===== config.mk =====
export PLATFORM = sky130hd
export DESIGN_NAME = vgpc_axis
export DESIGN_NICKNAME = d
export VERILOG_FILES = /design/src/rtl/vgpc_pkg.sv /design/src/rtl/vgpc_axis.sv
export SDC_FILE = /design/constraint.sdc
export NUM_CORES = 2
export LEC_CHECK = 0
export ABC_AREA = 1
export BUFFER_PORTS_ARGS = -buffer_cell sky130_fd_sc_hd__buf_4
export CORE_UTILIZATION = 40
export CTS_CLUSTER_SIZE = 8
export DETAILED_ROUTE_END_ITERATION = 12
export GPL_ROUTABILITY_DRIVEN = 0
export PLACE_DENSITY = 0.52
export SKIP_LAST_GASP = 1
export SYNTH_ARGS = -nofsm -noshare
export SYNTH_HDL_FRONTEND = slang
export SYNTH_SLANG_ARGS = --single-unit
export TNS_END_PERCENT = 10

===== constraint.sdc =====
create_clock -name aclk -period 7.9 [get_ports aclk]
set_input_delay 1.185 -clock aclk [delete_from_list [all_inputs] [get_ports aclk]]
set_output_delay 1.185 -clock aclk [all_outputs]
set_load 0.005 [all_outputs]

===== src/rtl/vgpc_pkg.sv =====
`timescale 1ns / 1ps
`default_nettype none
// ----------------------------------------------------------------------------
// vgpc_pkg
// Shared widths, register indexes and codes of the voxel grid point counter.
// ----------------------------------------------------------------------------
package vgpc_pkg;

    localparam int COORD_W    = 32;
    localparam int QIDX_W     = 5;
    localparam int DIM_W      = 6;
    localparam int THR_W      = 16;
    localparam int OUT_CNT_W  = 16;
    localparam int CFG_ADDR_W = 4;
    localparam int CFG_DATA_W = 32;
    localparam int S_TDATA_W  = 112;
    localparam int M_TDATA_W  = 40;
    localparam int AXIS_LAT   = 4;

    typedef logic [CFG_ADDR_W-1:0] cfg_addr_t;

    localparam cfg_addr_t REG_INV_RES   = 4'd0;
    localparam cfg_addr_t REG_ORIGIN_X  = 4'd1;
    localparam cfg_addr_t REG_ORIGIN_Y  = 4'd2;
    localparam cfg_addr_t REG_ORIGIN_Z  = 4'd3;
    localparam cfg_addr_t REG_GRID_LEN  = 4'd4;
    localparam cfg_addr_t REG_GRID_WID  = 4'd5;
    localparam cfg_addr_t REG_GRID_HGT  = 4'd6;
    localparam cfg_addr_t REG_THRESHOLD = 4'd7;

    localparam logic CMD_INSERT = 1'b0;
    localparam logic CMD_QUERY  = 1'b1;

endpackage
`default_nettype wire


===== src/rtl/vgpc_axis.sv =====
`timescale 1ns / 1ps
`default_nettype none
// ----------------------------------------------------------------------------
// vgpc_axis
// Four-stage index lane for one axis: offset, partial products, sum, bound.
// ----------------------------------------------------------------------------
module vgpc_axis
    import vgpc_pkg::*;
#(
    parameter int AXIS_MAX = 32,
    localparam int IDX_W   = $clog2(AXIS_MAX)
) (
    input  wire logic               aclk,
    input  wire logic [COORD_W-1:0] point,
    input  wire logic [COORD_W-1:0] origin,
    input  wire logic [COORD_W-1:0] inv_res,
    input  wire logic [DIM_W-1:0]   dim,
    output logic      [IDX_W-1:0]   idx,
    output logic                    ok
);

    localparam int H = COORD_W / 2;

    logic [COORD_W:0]     diff;
    logic [COORD_W:0]     diff_neg;
    logic [2*COORD_W-1:0] prod;
    logic                 in_grid;

    logic [COORD_W-1:0]   s1_mag_reg;
    logic                 s1_neg_reg;
    logic                 s1_zero_reg;
    logic [2*H-1:0]       s2_ll_reg, s2_lh_reg, s2_hl_reg, s2_hh_reg;
    logic                 s2_neg_reg, s2_zero_reg;
    logic [COORD_W-1:0]   s3_ip_reg;
    logic                 s3_neg_reg, s3_zero_reg;
    logic [IDX_W-1:0]     idx_reg;
    logic                 ok_reg;

    assign diff     = {point[COORD_W-1], point} - {origin[COORD_W-1], origin};
    assign diff_neg = -diff;
    assign prod     = {s2_hh_reg, s2_ll_reg}
                    + {{H{1'b0}}, s2_lh_reg, {H{1'b0}}}
                    + {{H{1'b0}}, s2_hl_reg, {H{1'b0}}};
    assign in_grid  = (s3_ip_reg < COORD_W'(dim)) && (s3_ip_reg < COORD_W'(AXIS_MAX));

    always_ff @(posedge aclk) begin
        // offset and magnitude
        s1_neg_reg  <= diff[COORD_W];
        s1_mag_reg  <= diff[COORD_W] ? diff_neg[COORD_W-1:0] : diff[COORD_W-1:0];
        s1_zero_reg <= (diff == '0) || (inv_res == '0);
        // partial products
        s2_ll_reg   <= s1_mag_reg[H-1:0]       * inv_res[H-1:0];
        s2_lh_reg   <= s1_mag_reg[H-1:0]       * inv_res[COORD_W-1:H];
        s2_hl_reg   <= s1_mag_reg[COORD_W-1:H] * inv_res[H-1:0];
        s2_hh_reg   <= s1_mag_reg[COORD_W-1:H] * inv_res[COORD_W-1:H];
        s2_neg_reg  <= s1_neg_reg;
        s2_zero_reg <= s1_zero_reg;
        // integer part of the product
        s3_ip_reg   <= prod[2*COORD_W-1:COORD_W];
        s3_neg_reg  <= s2_neg_reg;
        s3_zero_reg <= s2_zero_reg;
        // bound check
        idx_reg     <= s3_ip_reg[IDX_W-1:0];
        ok_reg      <= !(s3_neg_reg && !s3_zero_reg) && in_grid;
    end

    assign idx = idx_reg;
    assign ok  = ok_reg;

endmodule
`default_nettype wire

* Word level (Yosys, flattened, before mapping)
Cells that the tools add are included.
** Word-level totals
- Bits in registers :: 204
- Input bits :: 103
- Output and inout port bits :: 6
- Word-level logic and storage cells :: 33
** Cells by class
- Add/sub/neg operators :: 4
- Multiply operators :: 4
- Order comparisons :: 2
- Multiplexer cells :: 1
- Reduce and logical (&&, ||, !) cells :: 8
** Operators with widths (count)
- 64-bit by 48-bit adder with 64-bit output :: 2
- 16-bit by 16-bit multiplier with 32-bit output :: 4
- 33-bit logical NOT :: 1
- 32-bit by 32-bit subtractor with 33-bit output :: 1
- 32-bit logical NOT :: 1
- 32-bit by 6-bit less-than comparator with 1-bit output :: 1
- 32-bit by 6-bit less-than comparator with 1-bit output (second input constant) :: 1
- 32-bit 2-to-1 mux :: 1
- 32-bit negation :: 1
- 1-bit logical AND :: 3
- 1-bit logical NOT :: 2
- 1-bit logical OR :: 1

* Logic depth before layout (Yosys ltp)
- Depth in word-level cells :: 4
- Mapped depth :: 26
- Depth with buffers taken out :: 24

* Worst setup path before layout
OpenSTA, ideal clock, no wires.
- Kind :: input to register
- Start :: input inv_res[2]
- End :: register s2_hl_reg[28]
- Library setup time :: 0.120 ns
- Data arrival time :: 6.319 ns
- Data required time :: 7.780 ns
- Setup slack :: 1.461 ns
- Stages on the path :: 21
- Path buffers :: 2
- Cells stage by stage :: clkbuf_1 > clkbuf_1 > nand2_1 > fa_1 > fa_1 > fa_1 > fa_1 > inv_1 > fa_1 > inv_1 > fa_1 > inv_1 > ha_1 > nand2_1 > nor2_1 > inv_1 > o21ai_0 > a21oi_1 > o21ai_0 > a21oi_1 > xnor2_1
** Between the ends
- Word-level cells in the longest chain between the ends :: 1
** Ends and longest elaborated chain
- from (decl) :: line vgpc_axis.sv:16 : input wire logic [COORD_W-1:0] inv_res,
- 16-bit by 16-bit multiplier with 32-bit output :: line vgpc_axis.sv:54 : s2_hl_reg <= s1_mag_reg[COORD_W-1:H] * inv_res[H-1:0];
- to (signal assigned) :: line vgpc_axis.sv:54
- to (decl) :: line vgpc_axis.sv:32 : logic [2*H-1:0] s2_ll_reg, s2_lh_reg, s2_hl_reg, s2_hh_reg;
Every way passes these cells.

* Final worst setup path
- Start :: register s1_mag_reg[2]
- End :: register s2_lh_reg[30]
** Between the ends
- Word-level cells in the longest chain between the ends :: 1
** Ends and longest elaborated chain
- from (decl) :: line vgpc_axis.sv:29 : logic [COORD_W-1:0] s1_mag_reg;
- from (signal assigned) :: line vgpc_axis.sv:49 : s1_mag_reg <= diff[COORD_W] ? diff_neg[COORD_W-1:0] : diff[COORD_W-1:0];
- 16-bit by 16-bit multiplier with 32-bit output :: line vgpc_axis.sv:53 : s2_lh_reg <= s1_mag_reg[H-1:0] * inv_res[COORD_W-1:H];
- to (signal assigned) :: line vgpc_axis.sv:53
- to (decl) :: line vgpc_axis.sv:32
Every way passes these cells.

==> impl_metrics.toml <==
[clock_tree]
clk_latency_ns = 0.50
cts_setup_buffers = 0
clock_path_buffers = 2
htreeDepth = 4
cts_tree = "done"
clkTransAtPathRegs_ns = 0.09
cts_buffers = 17
cts_hold_buf = 0
post_cts_resized = 0
root_buffer = "clkbuf_16"
clkSinkCount = 188

[job]
cap_violations = 0

[detailed_routing]
drt_iter0_drc = 2295
remaining_drc_errors = 0
wl_microns = 131500
post_drt_wl_per_cell_microns = 17.63
ant_nets = 0
via_per_inst = 4.852
firstDrtPassIters = 5
wl_met1_microns = 61290
via_count = 36180
wl_met3_microns = 7023
highest-signal-layer = "met4"
wl_met2_microns = 60220

[final_layout]
drive_gt1_frac = 0.04508
synthToLayoutAreaGrowth_pct = 6.608
nets = 7347

[logic_synthesis]
yosys.cell_count.top_type = "inv_1"
synth_top_cells_by_area = "fa_1, inv_1, nand2_1"
synth_top_area_share = 0.3596
synthTopCellsByCount = "inv_1, nand2_1, fa_1"
async_flop_share = 0
ys_types = 54
yosysWarningCount = 0
synth_edf_count = 0
yosysSeqAreaShare = 0.08376
syn-num-nets = 7380
syn_inst = 5987
ys.flop_type = "dfxtp_1"
postSynthAreaPerCell_sq_um = 7.505
synth.largest_area_cell = "fa_1"
syn_area_sq_um = 44930
ys_ff_latch = 188

[floorplanning]
initial_utilization = 0.4049
num_rows = 122
pin_count = 109
die_w_microns = 337.2
core_sq_um = 111000
fp.dieH_microns = 337.2
die-area_sq_um = 113700

[sta]
worst_hold_slack_ns = 0.3429
worst_pin_slew_ns = 1.243
setup_tns_ns = 0
slew_violations = 0
max-slew-margin-rel = 0.1701
clock-skew-final_ns = 0.02279
setup_violations = 0
finalCriticalPeriod_ns = 6.805
rsz0062_at_grt = "no"
final-hold-violation-count = 0
period_share = 0.8614
timing.fmax_mhz = 147.0

[worst_setup_path]
path_max_fanout = 17
startpoint = "s1_mag_reg[2]$_DFF_P_"
path_class = "flip-flop to flip-flop"
end_kind = "flip-flop"
cp-endpoint = "s2_lh_reg[30]$_DFF_P_"
crit_arrival_ns = 7.20
startpoint_type = "flip-flop"
reg2reg_slack_ns = 1.09
reg2reg_to = "s2_lh_reg[30]$_DFF_P_"
rr_startpoint = "s1_mag_reg[2]$_DFF_P_"
critical_path_required_ns = 8.29
reg2regPathDepth = 20

[placed_design]
port-buffer-count = 108
dp_hpwl_microns = 106700

[worst_hold_path]
hold_class = "flip-flop to flip-flop"
min_path_cells = 0

[global_route]
grt_overflow = 0
grt_max_degree = 34
antenna_found_initial = 5
grt_pass1_wl_microns = 213100
grt_pass1_vias = 37980
grtUsageTotal = 0.2434

[outcome]
run_status = "finished clean"
## logic make-up after synthesis
| kind of cell | after synthesis | share of synthesized area |
|---|---|---|
| buffers and inverters | 1888 | 0.1581 |
| XOR/XNOR | 153 | 0.02999 |
| flip-flops | 188 | 0.08376 |
| AO/OA/AOI/OAI | 393 | 0.04979 |
| adder cells (fa/ha/maj) | 1290 | 0.4941 |
| AND/OR/NAND/NOR | 2075 | 0.1843 |
## layer usage
| metal | track usage | up-vias |
|---|---|---|
| met5 | 0 | - |
| met4 | 0.05774 | 0 |
| met3 | 0.02891 | 110 |
| met2 | 0.3991 | 997 |
| met1 | 0.3412 | 17770 |
| li1 | - | 17300 |
## worst max-delay path, cell delays in order (launching register included)
cell and delay [ns]:
dfxtp_1 1.15, buf_4 0.44, nand2_1 0.13, fa_1 0.43, inv_1 0.07, fa_1 0.45
ha_1 0.32, fa_1 0.46, fa_1 0.49, inv_1 0.05, fa_1 0.47, inv_1 0.04
ha_1 0.39, nand2_1 0.14, nor2_1 0.18, nand2_1 0.06, o21ai_0 0.42, a21oi_1 0.20
o21bai_1 0.33, a21oi_1 0.15, xnor2_1 0.30
## cell usage in the layout (no fill, tap or decap), types with 18 or more instances in the layout
cell type	netlist	final
xor2_1	94	94
nor3_1	24	24
nand4_1	33	33
inv_1	1647	1647
a21oi_1	190	190
xnor2_1	58	58
nand2_2	18	18
o21ai_0	91	91
ha_1	483	483
a31oi_1	23	23
nor2_1	217	217
nand3_1	109	109
fa_1	807	807
nand2_1	1615	1615
nor4_1	23	23
dfxtp_1	188	187
buf_4	1	175
## how the worst min path moves through the flow
stage | from | end | slack [ns]
detailed placement | s2_zero_reg$_DFF_P_ | s3_zero_reg$_DFF_P_ | 0.31
global placement | s2_zero_reg$_DFF_P_ | s3_zero_reg$_DFF_P_ | 0.31
finish | s2_zero_reg$_DFF_P_ | s3_zero_reg$_DFF_P_ | 0.34
floorplan | s1_neg_reg$_DFF_P_ | s2_neg_reg$_DFF_P_ | 0.31
global route | s2_zero_reg$_DFF_P_ | s3_zero_reg$_DFF_P_ | 0.35
CTS | s2_zero_reg$_DFF_P_ | s3_zero_reg$_DFF_P_ | 0.34
## layout make-up
type,count,area (sq um)
timing repair buffer,175,1314
clock buffer,17,425.4
sequential,188,3765
clock inverter,15,227.7
multi-input combinational,3911,34070
antenna,2,5.005
tap,1488,1862
fill,11540,63070
inverter,1661,6237
## through the flow
stage               setup slack (ns)    util  cell area (sq um)  cells
floorplan                      1.461       -              44930   5987
global placement              0.7100  0.4257              47240   7423
detailed placement            0.6803  0.4257              47240   7423
CTS                            1.113  0.4316              47900   7455
global route                  0.8268  0.4316              47900   7456
finish                         1.095  0.4316              47900   7457
Power is not shown: default switching activity piles up to over one toggle a cycle in this logic, so the estimate is an artifact.
